==> config.mk <==
export PLATFORM = sky130hd
export DESIGN_NAME = rqvg_div_cell
export DESIGN_NICKNAME = d
export VERILOG_FILES = /design/src/rtl/rqvg_pkg.sv /design/src/rtl/rqvg_div_cell.sv
export SDC_FILE = /design/constraint.sdc
export NUM_CORES = 1
export LEC_CHECK = 0
export ABC_AREA = 1
export BUFFER_PORTS_ARGS = -buffer_cell sky130_fd_sc_hd__buf_4
export CORE_MARGIN = 2
export CORE_UTILIZATION = 43
export CTS_CLUSTER_SIZE = 14
export DETAILED_ROUTE_END_ITERATION = 7
export GPL_TIMING_DRIVEN = 1
export HOLD_SLACK_MARGIN = 0.08
export PLACE_DENSITY = 0.88
export SYNTH_ARGS = -nofsm -noshare
export SYNTH_HDL_FRONTEND = slang
export SYNTH_SLANG_ARGS = --single-unit
==> constraint.sdc <==
create_clock -name clk_i -period 0.8 [get_ports clk_i]
set_clock_uncertainty 0.2 [all_clocks]
set_input_delay 0.08 -clock clk_i [delete_from_list [all_inputs] [get_ports clk_i]]
set_output_delay 0.08 -clock clk_i [all_outputs]
set_load 0.005 [all_outputs]
==> src/rtl/rqvg_pkg.sv <==
`timescale 1ns / 1ps
`default_nettype none
// ----------------------------------------------------------------------------
// rqvg_pkg
// Shared types, widths and constants of the rotated quad vertex generator.
// ----------------------------------------------------------------------------
package rqvg_pkg;

  // Field and datapath widths.
  localparam int unsigned RES_W    = 13;  // screen resolution registers
  localparam int unsigned COORD_W  = 14;  // center coordinates
  localparam int unsigned SIZE_W   = 12;  // rectangle size
  localparam int unsigned DEG_W    = 9;   // rotation in degrees
  localparam int unsigned COLOR_W  = 32;  // packed RGBA
  localparam int unsigned XY_W     = 34;  // CORDIC x and y, Q2.30 plus headroom
  localparam int unsigned Z_W      = 33;  // CORDIC binary angle
  localparam int unsigned PROD_W   = 47;  // extent times sine or cosine
  localparam int unsigned SUM_W    = 48;  // numerator before scaling
  localparam int unsigned N_W      = 30;  // numerator scaled down by 2^18
  localparam int unsigned M_W      = 31;  // dividend magnitude
  localparam int unsigned Q_W      = 17;  // quotient bits kept before saturation
  localparam int unsigned OUT_W    = 16;  // Q3.12 result
  localparam int unsigned VNUM_W   = 3;   // vertex number

  localparam int unsigned ANGLE_TABLE_LEN = 24;
  localparam int unsigned NUM_CORNERS     = 6;
  localparam int unsigned LAST_CORNER     = 5;
  localparam int unsigned HALF_SHIFT      = 17;  // half divisor is res * 2^17
  localparam int unsigned SCALE_SHIFT     = 18;  // divisor is res * 2^18
  localparam int unsigned CENTER_SHIFT    = 31;  // center times 2 in Q2.30

  localparam logic [XY_W-1:0] CORDIC_GAIN_Q30  = XY_W'(652032874);
  localparam logic [24:0]     UNITS_PER_DEGREE = 25'd11930465;
  localparam logic [18:0]     NDC_ONE          = 19'd4096;

  localparam logic signed [OUT_W-1:0] OUT_MAX = 16'sh7FFF;
  localparam logic signed [OUT_W-1:0] OUT_MIN = -16'sh8000;

  // Configuration register indexes.
  localparam logic REG_SCREEN_WIDTH  = 1'b0;
  localparam logic REG_SCREEN_HEIGHT = 1'b1;

  localparam logic [RES_W-1:0] SCREEN_WIDTH_RST  = 13'd1920;
  localparam logic [RES_W-1:0] SCREEN_HEIGHT_RST = 13'd1080;

  // Rectangle data that rides along the rotation chain.
  typedef struct packed {
    logic [COORD_W-1:0] cx;
    logic [COORD_W-1:0] cy;
    logic [SIZE_W-1:0]  w;
    logic [SIZE_W-1:0]  h;
    logic [COLOR_W-1:0] color;
    logic               flip;
  } rect_t;

  // Vertex data that rides along the divider chain.
  typedef struct packed {
    logic [VNUM_W-1:0]  num;
    logic               last;
    logic [COLOR_W-1:0] color;
    logic               neg_x;
    logic               ovf_x;
    logic               neg_y;
    logic               ovf_y;
  } vtx_t;

  // Arctangent of 2^-i as a 32-bit binary angle.
  function automatic logic [31:0] atan_entry(input int unsigned idx);
    logic [31:0] v;
    case (idx)
      0:       v = 32'd536870912;
      1:       v = 32'd316933406;
      2:       v = 32'd167458907;
      3:       v = 32'd85004756;
      4:       v = 32'd42667331;
      5:       v = 32'd21354465;
      6:       v = 32'd10679838;
      7:       v = 32'd5340245;
      8:       v = 32'd2670163;
      9:       v = 32'd1335087;
      10:      v = 32'd667544;
      11:      v = 32'd333772;
      12:      v = 32'd166886;
      13:      v = 32'd83443;
      14:      v = 32'd41722;
      15:      v = 32'd20861;
      16:      v = 32'd10430;
      17:      v = 32'd5215;
      18:      v = 32'd2608;
      19:      v = 32'd1304;
      20:      v = 32'd652;
      21:      v = 32'd326;
      22:      v = 32'd163;
      23:      v = 32'd81;
      default: v = 32'd0;
    endcase
    return v;
  endfunction

  // Corner sign of the x half-extent: left corners are negative.
  function automatic logic corner_x_neg(input logic [VNUM_W-1:0] k);
    return (k == 3'd0) || (k == 3'd3) || (k == 3'd5);
  endfunction

  // Corner sign of the y half-extent: bottom corners are negative.
  function automatic logic corner_y_neg(input logic [VNUM_W-1:0] k);
    return (k == 3'd0) || (k == 3'd1) || (k == 3'd3);
  endfunction

endpackage
`default_nettype wire

==> src/rtl/rqvg_div_cell.sv <==
`timescale 1ns / 1ps
`default_nettype none
// ----------------------------------------------------------------------------
// rqvg_div_cell
// One restoring-division step for both axes: produces one quotient bit each.
// ----------------------------------------------------------------------------
module rqvg_div_cell #(
  parameter int unsigned BIT = 0
) (
  input  wire logic                         clk_i,
  input  wire logic                         rst_ni,
  input  wire logic                         valid_i,
  input  wire logic [rqvg_pkg::RES_W-1:0]   res_x_i,
  input  wire logic [rqvg_pkg::RES_W-1:0]   res_y_i,
  input  wire logic [rqvg_pkg::M_W-1:0]     rem_x_i,
  input  wire logic [rqvg_pkg::M_W-1:0]     rem_y_i,
  input  wire logic [rqvg_pkg::Q_W-1:0]     quo_x_i,
  input  wire logic [rqvg_pkg::Q_W-1:0]     quo_y_i,
  input  wire rqvg_pkg::vtx_t               vtx_i,
  output logic                              valid_o,
  output logic [rqvg_pkg::M_W-1:0]          rem_x_o,
  output logic [rqvg_pkg::M_W-1:0]          rem_y_o,
  output logic [rqvg_pkg::Q_W-1:0]          quo_x_o,
  output logic [rqvg_pkg::Q_W-1:0]          quo_y_o,
  output rqvg_pkg::vtx_t                    vtx_o
);

  localparam int unsigned M_W = rqvg_pkg::M_W;

  logic [M_W-1:0] dx, dy;
  logic           bit_x, bit_y;
  logic           valid_q;
  logic [M_W-1:0] rem_x_q, rem_y_q;
  logic [rqvg_pkg::Q_W-1:0] quo_x_q, quo_y_q;
  rqvg_pkg::vtx_t vtx_q;

  // Trial subtraction of the divisor aligned at this quotient bit.
  always_comb begin
    dx    = M_W'(res_x_i) << BIT;
    dy    = M_W'(res_y_i) << BIT;
    bit_x = (rem_x_i >> BIT) >= M_W'(res_x_i);
    bit_y = (rem_y_i >> BIT) >= M_W'(res_y_i);
  end

  always_ff @(posedge clk_i or negedge rst_ni) begin
    if (!rst_ni) begin
      valid_q <= 1'b0;
    end else begin
      valid_q <= valid_i;
    end
  end

  always_ff @(posedge clk_i) begin
    rem_x_q <= bit_x ? (rem_x_i - dx) : rem_x_i;
    rem_y_q <= bit_y ? (rem_y_i - dy) : rem_y_i;
    quo_x_q <= {quo_x_i[rqvg_pkg::Q_W-2:0], bit_x};
    quo_y_q <= {quo_y_i[rqvg_pkg::Q_W-2:0], bit_y};
    vtx_q   <= vtx_i;
  end

  assign valid_o = valid_q;
  assign rem_x_o = rem_x_q;
  assign rem_y_o = rem_y_q;
  assign quo_x_o = quo_x_q;
  assign quo_y_o = quo_y_q;
  assign vtx_o   = vtx_q;

endmodule
`default_nettype wire

==> reports/summary.txt, run 1 <==
SYNTH
-----------------------------------------------------------------------------------------------------
Area share of and/or/nand/nor cells after synthesis                                             0.361
Post-Syn Area per Cell                                                                       6.78 um2
Number of enable-type register cells in the synthesized netlist                                     0
Sequential-to-total area share from yosys stat                                                  0.406
Share of flip-flops with an asynchronous set or reset                                         0.00730
Post-synthesis share of cell area spent on full adders, half adders and majority gates         0.0540
Synthesis Warnings                                                                                  0
Post-synthesis instance total                                                                     998
Main flop type after synthesis                                                           sky130_fd_sc_hd__dfxtp_1
Flop and latch count out of synthesis                                                             137
Post-Synthesis Cell Area                                                                  0.00677 mm2
Combinational family with the most area after synthesis                                  simple AND/OR/NAND/NOR gates
Fraction of the mapped netlist area in compound gates                                          0.0414
Net count of the mapped netlist                                                                  1191
Count of different cell masters after synthesis                                                    32
Mux share of post-synthesis cell area                                                               0
XOR/XNOR Fraction of Synth Area                                                                0.0272

GRT
-----------------------------------------------------------------------------------------------------
Grt total ovfl                                                                                   1047
Global-route total usage across every layer                                                     0.897
Maximum number of pins on one net before global-route repair                                       20

DIE
-----------------------------------------------------------------------------------------------------
Die span in y                                                                                  129 um
I/O pin count                                                                                     302
Cell Rows                                                                                          45
Initial Util                                                                                    0.442
Floorplan die width                                                                            129 um

STATUS
-----------------------------------------------------------------------------------------------------
Error message                                                                            [ERROR GRT-0232] Routing congestion too high. Check the congestion heatmap in the GUI.
Failing step                                                                             global routing
Result of the run                                                                        did not finish

CLOCK NETWORK
-----------------------------------------------------------------------------------------------------
Clock sinks                                                                                       137
CTS buffer count                                                                                   17
Level count of the clock H-tree                                                                     4
Maximum clock insertion buffer count                                                                2
Root Driver                                                                              sky130_fd_sc_hd__clkbuf_16

TIMING
-----------------------------------------------------------------------------------------------------
Worst-path endpoint after global-route repair_timing                                     rem_y_o[9]$_DFF_P_/D
Pin type at the end of the worst path                                                    sequential cell input

PLACE
-----------------------------------------------------------------------------------------------------
Number of port buffers                                                                            299
Post-Place Worst Slack                                                                       -1.19 ns
Number of cells after detailed placement                                                         1675
Final weighted congestion in routability-driven placement                                       0.964
DPL Wire Length                                                                               22.0 mm

## layer usage
layer | GRT usage | overflow
met3 | 0.616 | 9
met4 | 1.09 | 228
met1 | 0.794 | 13
met2 | 1.22 | 797
met5 | 0.121 | 0
## synth_stat cells (3+ instances only)
master / n / area (um2)
sky130_fd_sc_hd__a21oi_1: 35 / 175
sky130_fd_sc_hd__a21oi_2: 3 / 26.3
sky130_fd_sc_hd__buf_6: 5 / 56.3
sky130_fd_sc_hd__dfxtp_1: 136 / 2720
sky130_fd_sc_hd__ha_1: 26 / 325
sky130_fd_sc_hd__inv_1: 164 / 616
sky130_fd_sc_hd__inv_2: 12 / 45.0
sky130_fd_sc_hd__nand2_1: 346 / 1300
sky130_fd_sc_hd__nand2_2: 18 / 113
sky130_fd_sc_hd__nand3_1: 66 / 330
sky130_fd_sc_hd__nand3b_1: 7 / 52.6
sky130_fd_sc_hd__nand4_1: 16 / 100
sky130_fd_sc_hd__nor2_1: 95 / 357
sky130_fd_sc_hd__nor2_2: 6 / 37.5
sky130_fd_sc_hd__nor3_1: 15 / 75.1
sky130_fd_sc_hd__o21ai_0: 9 / 45.0
sky130_fd_sc_hd__xnor2_1: 4 / 35.0
sky130_fd_sc_hd__xor2_1: 17 / 149
## what timing repair did
| action | 4_1_cts |
|---|---|
| pin swaps | 86 |
| setup buffers | 36 |
| hold endpoints to repair | 136 |
| endpoints found under the setup margin | 201 |
| hold buffers | 75 |
| gates cloned | 1 |
| gates resized for setup | 352 |
## kinds of logic after synthesis
family                     Yosys count
AOI/OAI and AO/OA                   51
buffers and inverters              184
DFF                                137
and+or+nand+nor                    577
adders and majority gates           28
xor gates and xnor gates            21
## through the flow
step	area (um2)	hold WS (ns)
4_1_cts	13700	-0.362
3_5_place_dp	11000	-0.339
3_3_place_gp	11000	-0.345
2_1_floorplan	7240	-0.416
==> run 2, diff against run 1 <==
CORE_UTILIZATION = 34   (was 43)
CTS_CLUSTER_SIZE = not set   (was 14)
HOLD_SLACK_MARGIN = not set   (was 0.08)
PLACE_DENSITY = not set   (was 0.88)
PLACE_DENSITY_LB_ADDON = 0.15   (was not set)
clock period = 1 ns   (was 0.8 ns; I/O delays follow)
==> run 2 against run 1 <==
Compared with the run above: the flow now finishes, with violations (negative hold slack, negative setup slack); synthesized cell count unchanged; area after synthesis did not move.
==> reports/summary.txt, run 2 <==
STATUS
------------------------------------------------------------------------------
Result of the run                                                 complete, but fails checks
Failing checks                                                    negative hold slack, negative setup slack

DIE
------------------------------------------------------------------------------
I/O pin count                                                              302   unchanged
Overall die area                                                    0.0211 mm2
Core area                                                           0.0195 mm2
Initial Util                                                             0.347   -0.0953
Cell Rows                                                                   51   +13%
Floorplan die width                                                     145 um   +12%
Die span in y                                                           145 um   +12%

CLOCK NETWORK
------------------------------------------------------------------------------
CTS buffer count                                                            17   unchanged
Root Driver                                                       sky130_fd_sc_hd__clkbuf_16
Clock tree from TritonCTS                                                 done
Clock sinks                                                                137   unchanged
Level count of the clock H-tree                                              4   unchanged
Clock transition at the registers of the reported paths                0.07 ns
Maximum clock insertion buffer count                                         2   unchanged

ROUTING
------------------------------------------------------------------------------
Aggregate routed wire length                                           33.1 mm
Detailed-routed wire length on met2                                    16.8 mm
First-pass DRT Iterations                                                    5
Top layer in use                                                          met4
DRC errors left                                                              0
Mean number of vias per cell                                              4.71
Sum of met3 wire segment lengths after detailed routing                2.29 mm
Initial DRC Count                                                          635
Met1 layer wirelength in the final routing                             12.3 mm
Remaining antenna violation count after routing                              0
Total number of vias                                                      9059
Post-DR wirelength/cell                                                17.2 um

PLACE
------------------------------------------------------------------------------
Number of port buffers                                                     299   unchanged
Final weighted congestion in routability-driven placement                0.930   -3.5%
Number of cells after detailed placement                                  1717   +2.5%
Post-Place Worst Slack                                               -0.977 ns   +0.214 ns
Placed Area                                                         0.0110 mm2   about the same
DPL Wire Length                                                        21.0 mm   -4.2%

SYNTH
------------------------------------------------------------------------------
Share of flip-flops with an asynchronous set or reset                  0.00730   unchanged
Post-synthesis instance total                                              998   unchanged
Main flop type after synthesis                                    sky130_fd_sc_hd__dfxtp_1
Sequential-to-total area share from yosys stat                           0.406   unchanged
Net count of the mapped netlist                                           1191   unchanged
Number of enable-type register cells in the synthesized netlist              0   unchanged
Flop and latch count out of synthesis                                      137   unchanged
Area leader, netlist                                              sky130_fd_sc_hd__dfxtp_1
Post-Syn Area per Cell                                                6.78 um2   unchanged
Most repeated cell in the gate-level netlist after synthesis      sky130_fd_sc_hd__nand2_1
Synth area leaders                                                sky130_fd_sc_hd__dfxtp_1 (40%), sky130_fd_sc_hd__nand2_1 (19%), sky130_fd_sc_hd__inv_1 (9.1%)
List of most frequent post-synthesis cells                        sky130_fd_sc_hd__nand2_1 (346), sky130_fd_sc_hd__inv_1 (164), sky130_fd_sc_hd__dfxtp_1 (136)
Post-Synthesis Cell Area                                           0.00677 mm2   unchanged
Area share of the largest cell type after synthesis                      0.402   unchanged
Synthesis Warnings                                                           0   unchanged
Count of different cell masters after synthesis                             32   unchanged

FINAL LAYOUT
------------------------------------------------------------------------------
Top library cells by usage in the layout, fill and taps aside     sky130_fd_sc_hd__buf_4 (362), sky130_fd_sc_hd__nand2_1 (221), sky130_fd_sc_hd__buf_6 (140)
Share of post-route cells with drive strength above 1                    0.606
Post-route insts no fill                                                  1923
Number of flip-flops under the largest register name                        40
Layout-stage area growth over the synthesis result                        120%
Commonest non-fill, non-tap cell in the layout                    sky130_fd_sc_hd__buf_4
Final net count                                                           1837
Final design instance area without fill                             0.0149 mm2

POWER AND IR DROP
------------------------------------------------------------------------------
Combinational power share                                                0.305
Peak supply drop                                                       1130 uV
Net switching share of the total power                                   0.315
Switch Pwr                                                             5750 uW
Internal portion of total power                                       12500 uW
Sequential power share                                                   0.342
Fraction of power consumed by the clock network                          0.353
Static power due to leakage                                         0.00732 uW
Cell area power density                                            1230 mW/mm2

GRT
------------------------------------------------------------------------------
Global-route total usage across every layer                              0.282
Number of global-route vias before repair                                 9105
Maximum number of pins on one net before global-route repair                18
Wire length of the first global-routing pass                           47.0 mm
Grt total ovfl                                                               0
Antenna violations before repair                                             0

TIMING
------------------------------------------------------------------------------
Crit path setup slack, layout                                        -0.623 ns
Actual slew at the worst max-slew pin                                 0.372 ns
Headroom to the max-slew limit                                           0.750
Number of setup violations in the final report                             201
Total count of max-transition violations in the final report                 0
Period utilization                                                        1.62
Fmax achieved                                                          616 MHz
Total count of hold-check failures in the final report                      30
Final period demand of the worst path                                  1.62 ns
Hold WS                                                              -0.337 ns
RSZ-0062 raised after global routing                                      true

SETUP PATH
------------------------------------------------------------------------------
Highest net fanout along the worst path                                      5
Worst Path Arrival                                                     1.75 ns
Crit Path Category                                                primary input to register
Required time at the worst-slack endpoint                              1.13 ns
Kind of start point of the critical path                          primary input
CP endpoint kind                                                      register

HOLD PATH
------------------------------------------------------------------------------
Hold Path Class                                                   primary input to register

RUN
------------------------------------------------------------------------------
Count of max-cap constraint violations                                       0

==> run 2: cell counts after synthesis <==
No cell type changed its count.
==> run 2: path summary, 6_finish.rpt <==
kind                               end        start  slack (ns)  cells past startpoint
max in group asynchronous      valid_o       rst_ni        0.16                      3
max                        rem_y_o[13]   res_y_i[7]       -0.62                     15
min                        rem_x_o[23]  rem_x_i[23]       -0.34                      3
min in group asynchronous      valid_o       rst_ni        0.32                      3
==> run 2: through the flow <==
step | TNS (ns) | hold slack, ns | total power, uW | utilization
floorplan | -36.79 | -0.396 | 7830 | -
global placement | -55.52 | -0.325 | 10200 | 0.562
detailed placement | -56.70 | -0.324 | 10200 | 0.562
CTS | -45.85 | -0.342 | 17600 | 0.718
global route | -59.31 | -0.314 | 18900 | 0.762
finish | -53.34 | -0.337 | 18200 | 0.762
==> run 2: per-layer routing <==
metal / track usage / up-vias
met1: 0.309 / 4192
met5: 0 / -
met2: 0.505 / 412
li1: - / 4348
met3: 0.0736 / 107
met4: 0.136 / 0
==> run 2: cells by family (layout without fill, tap and decap cells) <==
logic type,Yosys count,after routing,synth area share
adder cells (fa/ha/maj),28,28,0.0540
AND/OR/NAND/NOR,577,577,0.361
AO/OA/AOI/OAI,51,51,0.0414
XOR/XNOR,21,21,0.0272
flip-flops,137,137,0.406
other,0,1,0
buffers and inverters,184,843,0.111
==> run 2: final cells by class <==
cell class	count	area [um2]
repair buffers	635	5770
multi-input cells	677	4590
inverters	176	708
fillers	1274	4650
clock buffers	17	425
diodes	1	2.50
flip-flops and latches	137	2880
well taps	265	332
clock inverters	15	171
==> run 2: what timing repair did <==
item                                    CTS  global route
endpoints found under the setup margin  201           201
pin swaps                                82            69
hold buffers                            109             7
buffers inserted                         51            14
gates cloned                              4             2
gates resized for setup                 317           255
endpoints found under the hold margin   135            35
==> run 2: power groups by stage <==
stage                     clock network (uW)  logic, uW  registers [uW]
after floorplan                            0       1580            6250
after global placement                     0       3980            6190
after detailed placement                   0       3990            6200
after CTS                               6460       4990            6160
after global routing                    6720       5920            6280
final                                   6430       5560            6240
==> run 2: worst max-delay path: stages <==
cell and delay [ns]:
sky130_fd_sc_hd__buf_4 0.11, sky130_fd_sc_hd__inv_1 0.09, sky130_fd_sc_hd__ha_4 0.22, sky130_fd_sc_hd__nand2_2 0.11
sky130_fd_sc_hd__inv_2 0.05, sky130_fd_sc_hd__nand2_2 0.07, sky130_fd_sc_hd__inv_2 0.04, sky130_fd_sc_hd__nand4_1 0.10
sky130_fd_sc_hd__nor2_2 0.05, sky130_fd_sc_hd__nor2_1 0.22, sky130_fd_sc_hd__nand2_2 0.15, sky130_fd_sc_hd__buf_4 0.18
sky130_fd_sc_hd__clkbuf_16 0.16, sky130_fd_sc_hd__nand2_2 0.07, sky130_fd_sc_hd__inv_2 0.03
Note: power is estimated with default switching activity, not from simulation.
