File: src/rtl/rqvg_pkg.sv
`timescale 1ns / 1ps
`default_nettype none
// ----------------------------------------------------------------------------
// rqvg_pkg
// Shared types, widths and constants of the rotated quad vertex generator.
// ----------------------------------------------------------------------------
package rqvg_pkg;

  // Field and datapath widths.
  localparam int unsigned RES_W    = 13;  // screen resolution registers
  localparam int unsigned COORD_W  = 14;  // center coordinates
  localparam int unsigned SIZE_W   = 12;  // rectangle size
  localparam int unsigned DEG_W    = 9;   // rotation in degrees
  localparam int unsigned COLOR_W  = 32;  // packed RGBA
  localparam int unsigned XY_W     = 34;  // CORDIC x and y, Q2.30 plus headroom
  localparam int unsigned Z_W      = 33;  // CORDIC binary angle
  localparam int unsigned PROD_W   = 47;  // extent times sine or cosine
  localparam int unsigned SUM_W    = 48;  // numerator before scaling
  localparam int unsigned N_W      = 30;  // numerator scaled down by 2^18
  localparam int unsigned M_W      = 31;  // dividend magnitude
  localparam int unsigned Q_W      = 17;  // quotient bits kept before saturation
  localparam int unsigned OUT_W    = 16;  // Q3.12 result
  localparam int unsigned VNUM_W   = 3;   // vertex number

  localparam int unsigned ANGLE_TABLE_LEN = 24;
  localparam int unsigned NUM_CORNERS     = 6;
  localparam int unsigned LAST_CORNER     = 5;
  localparam int unsigned HALF_SHIFT      = 17;  // half divisor is res * 2^17
  localparam int unsigned SCALE_SHIFT     = 18;  // divisor is res * 2^18
  localparam int unsigned CENTER_SHIFT    = 31;  // center times 2 in Q2.30

  localparam logic [XY_W-1:0] CORDIC_GAIN_Q30  = XY_W'(652032874);
  localparam logic [24:0]     UNITS_PER_DEGREE = 25'd11930465;
  localparam logic [18:0]     NDC_ONE          = 19'd4096;

  localparam logic signed [OUT_W-1:0] OUT_MAX = 16'sh7FFF;
  localparam logic signed [OUT_W-1:0] OUT_MIN = -16'sh8000;

  // Configuration register indexes.
  localparam logic REG_SCREEN_WIDTH  = 1'b0;
  localparam logic REG_SCREEN_HEIGHT = 1'b1;

  localparam logic [RES_W-1:0] SCREEN_WIDTH_RST  = 13'd1920;
  localparam logic [RES_W-1:0] SCREEN_HEIGHT_RST = 13'd1080;

  // Rectangle data that rides along the rotation chain.
  typedef struct packed {
    logic [COORD_W-1:0] cx;
    logic [COORD_W-1:0] cy;
    logic [SIZE_W-1:0]  w;
    logic [SIZE_W-1:0]  h;
    logic [COLOR_W-1:0] color;
    logic               flip;
  } rect_t;

  // Vertex data that rides along the divider chain.
  typedef struct packed {
    logic [VNUM_W-1:0]  num;
    logic               last;
    logic [COLOR_W-1:0] color;
    logic               neg_x;
    logic               ovf_x;
    logic               neg_y;
    logic               ovf_y;
  } vtx_t;

  // Arctangent of 2^-i as a 32-bit binary angle.
  function automatic logic [31:0] atan_entry(input int unsigned idx);
    logic [31:0] v;
    case (idx)
      0:       v = 32'd536870912;
      1:       v = 32'd316933406;
      2:       v = 32'd167458907;
      3:       v = 32'd85004756;
      4:       v = 32'd42667331;
      5:       v = 32'd21354465;
      6:       v = 32'd10679838;
      7:       v = 32'd5340245;
      8:       v = 32'd2670163;
      9:       v = 32'd1335087;
      10:      v = 32'd667544;
      11:      v = 32'd333772;
      12:      v = 32'd166886;
      13:      v = 32'd83443;
      14:      v = 32'd41722;
      15:      v = 32'd20861;
      16:      v = 32'd10430;
      17:      v = 32'd5215;
      18:      v = 32'd2608;
      19:      v = 32'd1304;
      20:      v = 32'd652;
      21:      v = 32'd326;
      22:      v = 32'd163;
      23:      v = 32'd81;
      default: v = 32'd0;
    endcase
    return v;
  endfunction

  // Corner sign of the x half-extent: left corners are negative.
  function automatic logic corner_x_neg(input logic [VNUM_W-1:0] k);
    return (k == 3'd0) || (k == 3'd3) || (k == 3'd5);
  endfunction

  // Corner sign of the y half-extent: bottom corners are negative.
  function automatic logic corner_y_neg(input logic [VNUM_W-1:0] k);
    return (k == 3'd0) || (k == 3'd1) || (k == 3'd3);
  endfunction

endpackage
`default_nettype wire

File: src/rtl/rqvg_cordic_cell.sv
`timescale 1ns / 1ps
`default_nettype none
// ----------------------------------------------------------------------------
// rqvg_cordic_cell
// One rotation step of the CORDIC chain with its rectangle payload.
// ----------------------------------------------------------------------------
module rqvg_cordic_cell #(
  parameter int unsigned STAGE = 0
) (
  input  wire logic                             clk_i,
  input  wire logic                             rst_ni,
  input  wire logic                             valid_i,
  input  wire logic signed [rqvg_pkg::XY_W-1:0] x_i,
  input  wire logic signed [rqvg_pkg::XY_W-1:0] y_i,
  input  wire logic signed [rqvg_pkg::Z_W-1:0]  z_i,
  input  wire rqvg_pkg::rect_t                  rect_i,
  output logic                                  valid_o,
  output logic signed [rqvg_pkg::XY_W-1:0]      x_o,
  output logic signed [rqvg_pkg::XY_W-1:0]      y_o,
  output logic signed [rqvg_pkg::Z_W-1:0]       z_o,
  output rqvg_pkg::rect_t                       rect_o
);

  localparam logic signed [rqvg_pkg::Z_W-1:0] ANGLE =
    $signed(rqvg_pkg::Z_W'(rqvg_pkg::atan_entry(STAGE)));

  logic signed [rqvg_pkg::XY_W-1:0] xs, ys, x_d, y_d;
  logic signed [rqvg_pkg::Z_W-1:0]  z_d;
  logic                             valid_q;
  logic signed [rqvg_pkg::XY_W-1:0] x_q, y_q;
  logic signed [rqvg_pkg::Z_W-1:0]  z_q;
  rqvg_pkg::rect_t                  rect_q;

  // Rotate toward the residual angle; arithmetic shifts round toward minus infinity.
  always_comb begin
    xs = x_i >>> STAGE;
    ys = y_i >>> STAGE;
    if (!z_i[rqvg_pkg::Z_W-1]) begin
      x_d = x_i - ys;
      y_d = y_i + xs;
      z_d = z_i - ANGLE;
    end else begin
      x_d = x_i + ys;
      y_d = y_i - xs;
      z_d = z_i + ANGLE;
    end
  end

  // Valid bit is control state; the datapath carries no reset.
  always_ff @(posedge clk_i or negedge rst_ni) begin
    if (!rst_ni) begin
      valid_q <= 1'b0;
    end else begin
      valid_q <= valid_i;
    end
  end

  always_ff @(posedge clk_i) begin
    x_q    <= x_d;
    y_q    <= y_d;
    z_q    <= z_d;
    rect_q <= rect_i;
  end

  assign valid_o = valid_q;
  assign x_o     = x_q;
  assign y_o     = y_q;
  assign z_o     = z_q;
  assign rect_o  = rect_q;

endmodule
`default_nettype wire

File: config.mk
export PLATFORM = sky130hd
export DESIGN_NAME = rqvg_cordic_cell
export DESIGN_NICKNAME = d
export VERILOG_FILES = /design/src/rtl/rqvg_pkg.sv /design/src/rtl/rqvg_cordic_cell.sv
export SDC_FILE = /design/constraint.sdc
export NUM_CORES = 1
export LEC_CHECK = 0
export BUFFER_PORTS_ARGS = -buffer_cell sky130_fd_sc_hd__buf_4
export CAP_MARGIN = 20
export CORE_ASPECT_RATIO = 1.25
export CORE_MARGIN = 4
export CORE_UTILIZATION = 35
export CTS_CLUSTER_SIZE = 20
export DETAILED_ROUTE_END_ITERATION = 7
export PLACE_DENSITY = 0.73
export SLEW_MARGIN = 10
export SYNTH_ARGS = -nofsm -noshare
export SYNTH_HDL_FRONTEND = slang
export SYNTH_SLANG_ARGS = --single-unit
File: constraint.sdc
create_clock -name clk_i -period 0.8 [get_ports clk_i]
set_clock_uncertainty 0.05 [all_clocks]
set_input_delay 0.16 -clock clk_i [delete_from_list [all_inputs] [get_ports clk_i]]
set_output_delay 0.16 -clock clk_i [all_outputs]
set_load 0.01 [all_outputs]
==> results of run 1 <==
routing by layer:
metal / share of wire (%) / GRT usage (%) / routed length, µm / vias up
met5: 0 / 0 / 0 / -
met4: 7.4 / 19.9 / 3720 / 0
met3: 6.0 / 5.26 / 3040 / 203
met2: 52 / 56.6 / 26400 / 601
met1: 34 / 31.4 / 17300 / 5754
li1: - / - / - / 5532
through the flow:
stage	utilization [%]	instance area, µm²	hold slack, ps	cells
2_1_floorplan	-	10400	-186	1091
3_3_place_gp	57.9	16000	-113	2112
3_5_place_dp	57.9	16000	-114	2112
4_1_cts	71.9	19800	-66.3	2299
5_1_grt	74.8	20600	-13.1	2324
6_report	74.8	20600	-20.3	2324
timing repair:
item	in CTS	in global routing
pin swaps	128	112
resized for setup	514	161
endpoints found under the hold margin	121	3
gates cloned	0	0
buffers inserted	46	35
setup endpoints to repair	253	256
registers in the layout, summed over array words and instances, names as in the netlist:
register	count
rect_o	85
valid_o	1
y_o	34
z_o	33
x_o	33
cells by family (layout without fill, tap and decap cells):
| group | Yosys count | count (layout) | synth area share (%) |
|---|---|---|---|
| AOI/OAI and AO/OA | 338 | 338 | 23.0 |
| adders and majority gates | 106 | 106 | 13.9 |
| muxes | 16 | 16 | 1.65 |
| other | 0 | 2 | 0 |
| and+or+nand+nor | 231 | 231 | 11.0 |
| DFF | 186 | 186 | 38.2 |
| buffers and inverters | 148 | 1029 | 6.20 |
| xor gates and xnor gates | 66 | 66 | 5.93 |
report_power, final:
part,internal (mW),switching [mW]
combinational,7.90,6.72
clock,4.37,4.78
sequential,10.7,0.713
total,22.9,12.2
cells in the final DEF, fill, tap and decap left out, drive strengths merged, types with 6 or more instances in the layout:
master       instances
inv                105
a31oi                8
nor3                15
ha                 102
clkbuf              17
clkinv              11
nor4                10
xnor2               56
xor2                10
nor2b                7
a21oi              124
nand2               42
dlygate4sd3        118
o21bai              20
a2111oi              9
buf                776
o211ai               7
nand4                6
o21a                 6
a211oi              15
nor2               103
nand2b              13
mux2i               15
o31ai               12
dfxtp              185
a21o                21
nand3               22
o21ai               59
tightest hold or removal path, delay by kind of cell:
kind / cells / cell delay [ps]
fa+ha+maj: 1 / 140
buf+inv: 1 / 80
compound gates: 1 / 60
final cells by class:
type,count,area (µm²)
Multi-Input combinational cell,757,7040
Fill cell,1740,6960
Sequential cell,186,3960
Antenna cell,2,5.00
Tap cell,350,438
Clock inverter,15,215
Inverter,103,485
Clock buffer,17,425
Timing Repair Buffer,894,8040
worst paths after layout:
kind / from / to / slack (ps) / depth (start not counted)
setup / recovery: x_i[0] / y_o[26]$_DFF_P_ / -1700 / 12
hold / removal: z_i[31] / z_o[32]$_DFF_P_ / -20 / 3
max in group asynchronous: rst_ni / valid_o$_DFF_PN0_ / 130 / 3
min in group asynchronous: rst_ni / valid_o$_DFF_PN0_ / 470 / 3
==> results.tsv, run 1 <==
stage	metric	value	unit
cts	clk_pin_slew	80	ps
place	port_buffers	375	
place	routabilityCongestion	0.927	
timing	holdWs	-20.3	ps
floorplanning	die_x	157	µm
timing	tightest_slew	604	ps
logic_synthesis	synth_area_leaders	dfxtp_1 38%, ha_1 13%, a21oi_1 6.4%, xnor2_1 5.0%, nor2_1 4.0%	
floorplanning	coreArea	0.0276	mm²
cts	clockRootBuffer	clkbuf_16	
floorplanning	initial_core_util	35.4	%
global_route	antenna_found_initial	2	
timing	min_period	2500	ps
finish	drive_gt1_share	63.2	%
logic_synthesis	synth_top_area_cell	dfxtp_1	
timing	finalSetupTns	-138340	ps
worst_setup_path	path_class	primary input to flop	
drt	routed_wl	50.4	mm
worst_setup_path	critPathMaxFanout	3	
logic_synthesis	ys_ff_latch	186	
logic_synthesis	synth_top_area_share	38.0	%
timing	final_hold_viol_count	2	
logic_synthesis	ys_warn_count	0	
drt	vias_per_cell	5.20	
logic_synthesis	synth_area	0.00975	mm²
worst_setup_path	path_delay_family	compound AO/OA/AOI/OAI gates	
logic_synthesis	synth_edf_count	0	
cts	cts_buffer_depth	2	
floorplanning	die_y	195	µm
global_route	grt_overflow	0	
cts	cts_sinks	186	
worst_setup_path	worstPathCellList	buf_8 > ha_4 > fa_2 > and2b_4 > o311ai_4 > a31oi_4 > o2111ai_4 > a31oi_4 > a21bo_1 > a221o_1 > mux2i_1 > xnor2_1	
worst_setup_path	critPathRequiredTime	1130	ps
floorplanning	rows	68	
logic_synthesis	syn_nets	1386	
pwr	leakage	9.48	nW
timing	setup_slack	-1700	ps
worst_setup_path	end_kind	flop	
worst_setup_path	startpoint_type	primary input	
drt	drtAntennaViolNets	0	
worst_setup_path	path_buf_inv	1	
cts	cts_buffers	17	
pwr	ir_drop	0.00154	V
cts	cts_tree	done	
finish	syn2layout_area_growth	111	%
timing	rsz0062_at_grt	yes	
pwr	power_density	1710	mW/mm²
min_path	hp-class	primary input to flop	
logic_synthesis	synth_cell_types	77	
logic_synthesis	ys_seq_area_share	38.2	%
drt	drtIter0Drc	714	
global_route	grt_max_degree	30	
timing	min_period_over_period	312	%
worst_setup_path	cpMostUsedCell	a31oi_4	
global_route	grtUsageTotal	30.8	%
logic_synthesis	ys.flop_type	dfxtp_1	
logic_synthesis	synth_most_common_cell	dfxtp_1	
floorplanning	pin_count	376	
finish	layout.nets	2254	
drt	drc	0	
cts	cts_hold_buf	118	
worst_setup_path	cp.arrival	2830	ps
worst_setup_path	slowest_stage	o311ai_4	
status	status	complete, but fails checks	
timing	slew_headroom	59.4	%
place	dpl_worst_slack	-2150	ps
cts	htree_levels	4	
worst_setup_path	cpPeakStageDelay	400	ps
floorplanning	die_area	0.0306	mm²
global_route	grt_pass1_wl	72.7	mm
timing	setup_viol	253	
drt	vias	12100	
status	violations	negative hold slack, negative setup slack	
drt	dr.pass1.iters	5	
logic_synthesis	avgSynthCellArea	8.94	µm²
logic_synthesis	synth_async_sr_flop_share	0.538	%
drt	wl_per_cell	21.7	µm
place	dpl.hpwl	34.6	mm
global_route	grt_pass1_vias	12900	
logic_synthesis	synthTopCellsByCount	185 x dfxtp_1, 124 x a21oi_1, 103 x nor2_1	
timing	drv_slew	0	
timing	max_freq	400	MHz
pwr	power	35.1	mW
flow_run	maxCapViolCount	0	
logic_synthesis	synth_cells	1091	
No activity file was read; power rests on OpenSTA's default activity.
==> inputs of run 2 (changes only) <==
PLACE_DENSITY = 0.71   (was 0.73)
clock period = 2.3 ns   (was 0.8 ns; I/O delays follow)
==> run 2 against run 1 <==
  * Non-clock buffer count fell by 136
  * Total power fell by 68%
  * Core utilization fell by 9.7 points
  * Largest cell class is now multi-input gates
  * Highest routed layer unchanged
  * Count of clock-buffer cells in the layout did not move
  * The flow finishes with violations (negative setup slack)
==> results.tsv, run 2 (same netlist as run 1, synthesis figures left out) <==
stage	metric	value	unit
timing	finalSetupTns	-8420	ps
cts	clockRootBuffer	clkbuf_16	
pwr	power_density	627	mW/mm²
finish	syn2layout_area_growth	83.8	%
global_route	grt_max_degree	46	
finish	antenna_cells	0	
pwr	comb_power_share	39.1	%
global_route	grt_overflow	0	
drt	drc	0	
drt	vias_per_cell	5.07	
drt	drtIter0Drc	528	
global_route	grt_pass1_wl	61.3	mm
cts	cts_buffer_depth	2	
timing	min_period_over_period	118	%
worst_setup_path	critPathRequiredTime	2620	ps
floorplanning	rows	68	
place	routabilityCongestion	0.954	
min_path	hold_depth	1	
finish	layout.nets	2118	
pwr	ir_drop	0.000449	V
worst_setup_path	cp.arrival	3040	ps
worst_setup_path	critPathMaxFanout	4	
flow_run	maxCapViolCount	0	
min_path	min_from	z_i[24]	
floorplanning	die_area	0.0306	mm²
finish	largest_register_ffs	85	
timing	tightest_slew	620	ps
cts	cts_sinks	186	
floorplanning	die_x	157	µm
place	dpl_cell_area	0.0156	mm²
pwr	sequentialPowerShare	33.5	%
pwr	p_int	7.41	mW
timing	rsz0062_at_grt	yes	
worst_setup_path	end_kind	flop	
status	violations	negative setup slack	
finish	drive_gt1_share	54.4	%
min_path	hp-class	primary input to flop	
cts	clk_pin_slew	90	ps
worst_setup_path	path_class	primary input to flop	
floorplanning	die_y	195	µm
floorplanning	pin_count	376	
drt	dr.pass1.iters	5	
timing	min_period	2720	ps
min_path	min_to	z_o[24]$_DFF_P_	
floorplanning	initial_core_util	35.4	%
finish	final_cells	2186	
status	status	complete, but fails checks	
pwr	leakage	8.54	nW
drt	wl_per_cell	19.3	µm
timing	holdWs	59.8	ps
finish	final_cell_area	0.0179	mm²
place	dpl.cell_count	2099	
worst_setup_path	startpoint_type	primary input	
timing	max_freq	367	MHz
cts	cts_tree	done	
place	port_buffers	375	
timing	final_hold_viol_count	0	
finish	fillers	2189	
drt	vias	11100	
drt	routed_wl	42.1	mm
pwr	power_frac_clock	27.4	%
cts	htree_levels	4	
finish	layout_common_cells	693 x buf_4, 185 x dfxtp_1, 89 x nor2_1, 88 x a21oi_1, 76 x ha_1	
timing	setup_viol	41	
place	dpl.hpwl	33.2	mm
cts	cts_buffers	17	
finish	fin_util	65.0	%
timing	slew_headroom	58.3	%
pwr	netSwitchingFraction	34.0	%
pwr	power_switching	3.83	mW
timing	drv_slew	0	
global_route	grt_pass1_vias	11400	
timing	setup_slack	-422	ps
global_route	antenna_found_initial	0	
global_route	grtUsageTotal	25.7	%
drt	drtAntennaViolNets	0	
finish	layout_commonest_cell	buf_4	
floorplanning	coreArea	0.0276	mm²
run 2: changes by cell type in the layout (fill, tap and decap cells not counted), moves of 8 or more:
cell / before / now
xnor2_2: 10 / 2
buf_4: 520 / 693
dlygate4sd3_1: 118 / 1
a21oi_1: 76 / 88
dfxtp_2: 178 / 0
buf_6: 243 / 53
dfxtp_1: 4 / 185
o21ai_0: 21 / 39
run 2: worst max-delay path by stage:
stage / from / endpoint / slack [ps] / depth (start not counted)
after floorplan: x_i[0] / y_o[26]$_DFF_P_ / -560 / 11
after detailed placement: x_i[11] / y_o[32]$_DFF_P_ / -1020 / 13
after CTS: y_i[0] / y_o[26]$_DFF_P_ / -390 / 12
final: y_i[0] / y_o[26]$_DFF_P_ / -420 / 12
after global routing: y_i[0] / y_o[26]$_DFF_P_ / -470 / 12
after global placement: x_i[11] / y_o[32]$_DFF_P_ / -980 / 13
run 2: stage by stage:
stage,setup slack [ps],power [mW]
after floorplan,-562,5.46
after global placement,-978,7.56
after detailed placement,-1020,7.59
after CTS,-386,11.1
after global routing,-466,11.8
final,-422,11.2
run 2: final cells by class:
class                   instances  area [µm²]  area share, %
multi-input cells             757        6690           37.3
repair buffers                758        5990           33.4
flip-flops and latches        186        3730           20.8
inverters                     103         447           2.49
well taps                     350         438           2.44
clock buffers                  17         425           2.37
clock inverters                15         210           1.17
run 2: routing by layer:
layer  global-route usage [%]  wire (µm)  vias to the layer above
met4                     12.5       2150                        0
met3                     4.03       2450                      122
li1                         -          -                     5276
met5                        0          0                        -
met1                     26.0      14600                     5244
met2                     49.8      23000                      439
run 2: power by group through the flow:
stage / Combinational [mW] / Clock, mW / Sequential [mW]
final: 4.39 / 3.08 / 3.76
after detailed placement: 3.75 / 0 / 3.84
after floorplan: 1.45 / 0 / 4.01
after global routing: 4.66 / 3.31 / 3.80
after global placement: 3.72 / 0 / 3.84
after CTS: 4.14 / 3.17 / 3.77
run 2: critical path: stages:
cell and delay (ps):
buf_8 110, ha_4 160, fa_2 370, and2b_4 190
o311ai_4 320, a31oi_4 160, o2111ai_4 270, a31oi_4 140
a21bo_1 210, a221o_1 320, mux2i_1 170, xnor2_1 140
run 2: what timing repair did:
item	4_1_cts	5_1_grt
hold endpoints to repair	1	0
pin swaps	105	87
hold buffers	1	0
setup endpoints to repair	40	48
gates resized for setup	182	83
cloned	0	0
setup buffers	45	21
==> inputs of run 3 (changes only) <==
CELL_PAD_IN_SITES_DETAIL_PLACEMENT = 1   (was not set)
CELL_PAD_IN_SITES_GLOBAL_PLACEMENT = 1   (was not set)
CORE_UTILIZATION = 36   (was 35)
PLACE_DENSITY = 0.91   (was 0.71)
==> run 3 against run 2 <==
  * The flow finishes with violations (design-rule violations, negative setup slack)
  * Critical path depth rose by 2
  * Worst setup slack got worse by 1000 ps
  * Routed wire length rose by 91%
  * Non-clock buffer count fell by 28
  * Critical path type unchanged
  * Cell area rose by 0.73%
  * Via count rose by 29%
  * Highest routed layer is now met5
  * Sequential power rose by 2%
  * Die area fell by 2.6%
  * Cell count fell by 1.2%
  * Clock power rose by 6%
==> results.tsv, run 3 (same netlist as run 1, synthesis figures left out) <==
stage	metric	value	unit
status	status	complete, but fails checks	
status	violations	design-rule violations, negative setup slack	
global_route	grtUsageTotal	42.4	%
finish	final_cell_area	0.0181	mm²
global_route	grtUsageMet1	40.3	%
pwr	ir_drop	0.000562	V
global_route	grt_pass1_vias	14400	
worst_setup_path	cpPeakStageDelay	1030	ps
drt	dr.pass1.iters	8	
worst_setup_path	slowest_stage	a2111oi_2	
worst_setup_path	path_buf_inv	4	
timing	drv_slew	0	
worst_setup_path	startpoint_type	primary input	
finish	layout_common_cells	679 x buf_4, 185 x dfxtp_1, 80 x nor2_1, 79 x a21oi_1, 78 x ha_1	
drt	drtIter0Drc	1921	
cts	htree_levels	4	
global_route	grt_busiest_layer	met2	
global_route	grt_overflow	0	
worst_setup_path	path_delay_family	compound AO/OA/AOI/OAI gates	
timing	max_freq	265	MHz
timing	finalSetupTns	-27340	ps
cts	clockRootBuffer	clkbuf_16	
timing	slew_headroom	12.3	%
global_route	grt_use_met2	73.0	%
drt	routed_wl	80.6	mm
worst_setup_path	end_kind	flop	
worst_setup_path	critPathRequiredTime	2590	ps
timing	final_hold_viol_count	0	
drt	wl_per_cell	37.3	µm
cts	clk_pin_slew	110	ps
cts	cts_sinks	186	
timing	rsz0062_at_grt	yes	
place	port_buffers	375	
timing	setup_viol	51	
finish	layout_commonest_cell	buf_4	
place	dpl_cell_area	0.0153	mm²
flow_run	maxCapViolCount	0	
global_route	use_met3	14.0	%
worst_setup_path	critPathMaxFanout	4	
drt	vias_per_cell	6.59	
drt	drtAntennaViolNets	0	
timing	min_period	3770	ps
pwr	power_density	695	mW/mm²
drt	drc	9	
cts	cts_buffer_depth	2	
timing	tightest_slew	1310	ps
worst_setup_path	cpMostUsedCell	buf_4	
global_route	grt_max_degree	47	
worst_setup_path	worstPathCellList	buf_4 > inv_1 > ha_4 > buf_4 > o21ai_1 > o21bai_4 > a2111oi_2 > a2111o_1 > o211ai_1 > buf_4 > a21o_1 > nand3_1 > a32oi_2 > xor2_1	
pwr	leakage	8.48	nW
drt	vias	14200	
floorplanning	pin_count	376	
min_path	hp-class	primary input to flop	
global_route	antenna_found_initial	13	
global_route	grt_pass1_wl	93.8	mm
finish	layout.nets	2090	
floorplanning	die_y	192	µm
worst_setup_path	path_class	primary input to flop	
place	dpl.hpwl	40.6	mm
place	routabilityCongestion	1.05	
finish	largest_register_ffs	85	
finish	drive_gt1_share	56.3	%
finish	syn2layout_area_growth	85.2	%
cts	cts_buffers	17	
timing	min_period_over_period	164	%
floorplanning	coreArea	0.0267	mm²
floorplanning	rows	67	
floorplanning	initial_core_util	36.5	%
timing	setup_slack	-1470	ps
cts	cts_tree	done	
worst_setup_path	cp.arrival	4050	ps
floorplanning	die_x	155	µm
floorplanning	die_area	0.0298	mm²
[run 3: power by group]
part           leakage (nW)  internal, mW  total, mW  switching (mW)
logic                  6.61          2.33       5.45            3.11
registers              1.57          3.62       3.85           0.223
clock network         0.296          1.58       3.25            1.67
total                  8.48          7.54       12.5            5.00
[run 3: cell type report]
type / instances / area (µm²)
fill: 2886 / 8680
multi-input combinational: 757 / 7100
timing repair buffer: 730 / 5730
sequential: 186 / 3730
inverter: 103 / 432
tap: 345 / 432
clock buffer: 17 / 425
clock inverter: 15 / 193
antenna: 7 / 17.5
[run 3: metal layers]
metal / wire length (µm) / up-vias
met1: 23700 / 6513
met2: 34600 / 1639
met3: 11000 / 865
li1: - / 5218
met5: 146 / -
met4: 11200 / 8
[run 3: through the flow]
stage | total power, mW | util [%] | worst slack, ps | instances | hold WS (ps)
after floorplan | 5.46 | - | -562 | 1091 | 114
after global placement | 7.43 | 57.4 | -880 | 2055 | 185
after detailed placement | 7.64 | 57.4 | -931 | 2055 | 194
after CTS | 11.2 | 63.5 | -448 | 2122 | 41.0
after global routing | 12.7 | 67.5 | -1470 | 2159 | 23.5
final | 12.5 | 67.5 | -1470 | 2160 | 27.3
[run 3: path summary, 6_finish.rpt]
| kind | start | endpoint | slack, ps | cells after the start |
|---|---|---|---|---|
| min in group asynchronous | rst_ni | valid_o$_DFF_PN0_ | 280 | 2 |
| worst max-delay path | x_i[18] | x_o[32]$_DFF_P_ | -1470 | 14 |
| worst min-delay path | z_i[24] | z_o[24]$_DFF_P_ | 30 | 1 |
| max in group asynchronous | rst_ni | valid_o$_DFF_PN0_ | 1830 | 2 |
[run 3: what timing repair did]
item | 4_1_cts | 5_1_grt
pin swaps | 88 | 105
buffers inserted | 43 | 39
hold buffers | 1 | 0
resized for setup | 159 | 167
endpoints found under the hold margin | 1 | 0
setup endpoints to repair | 45 | 50
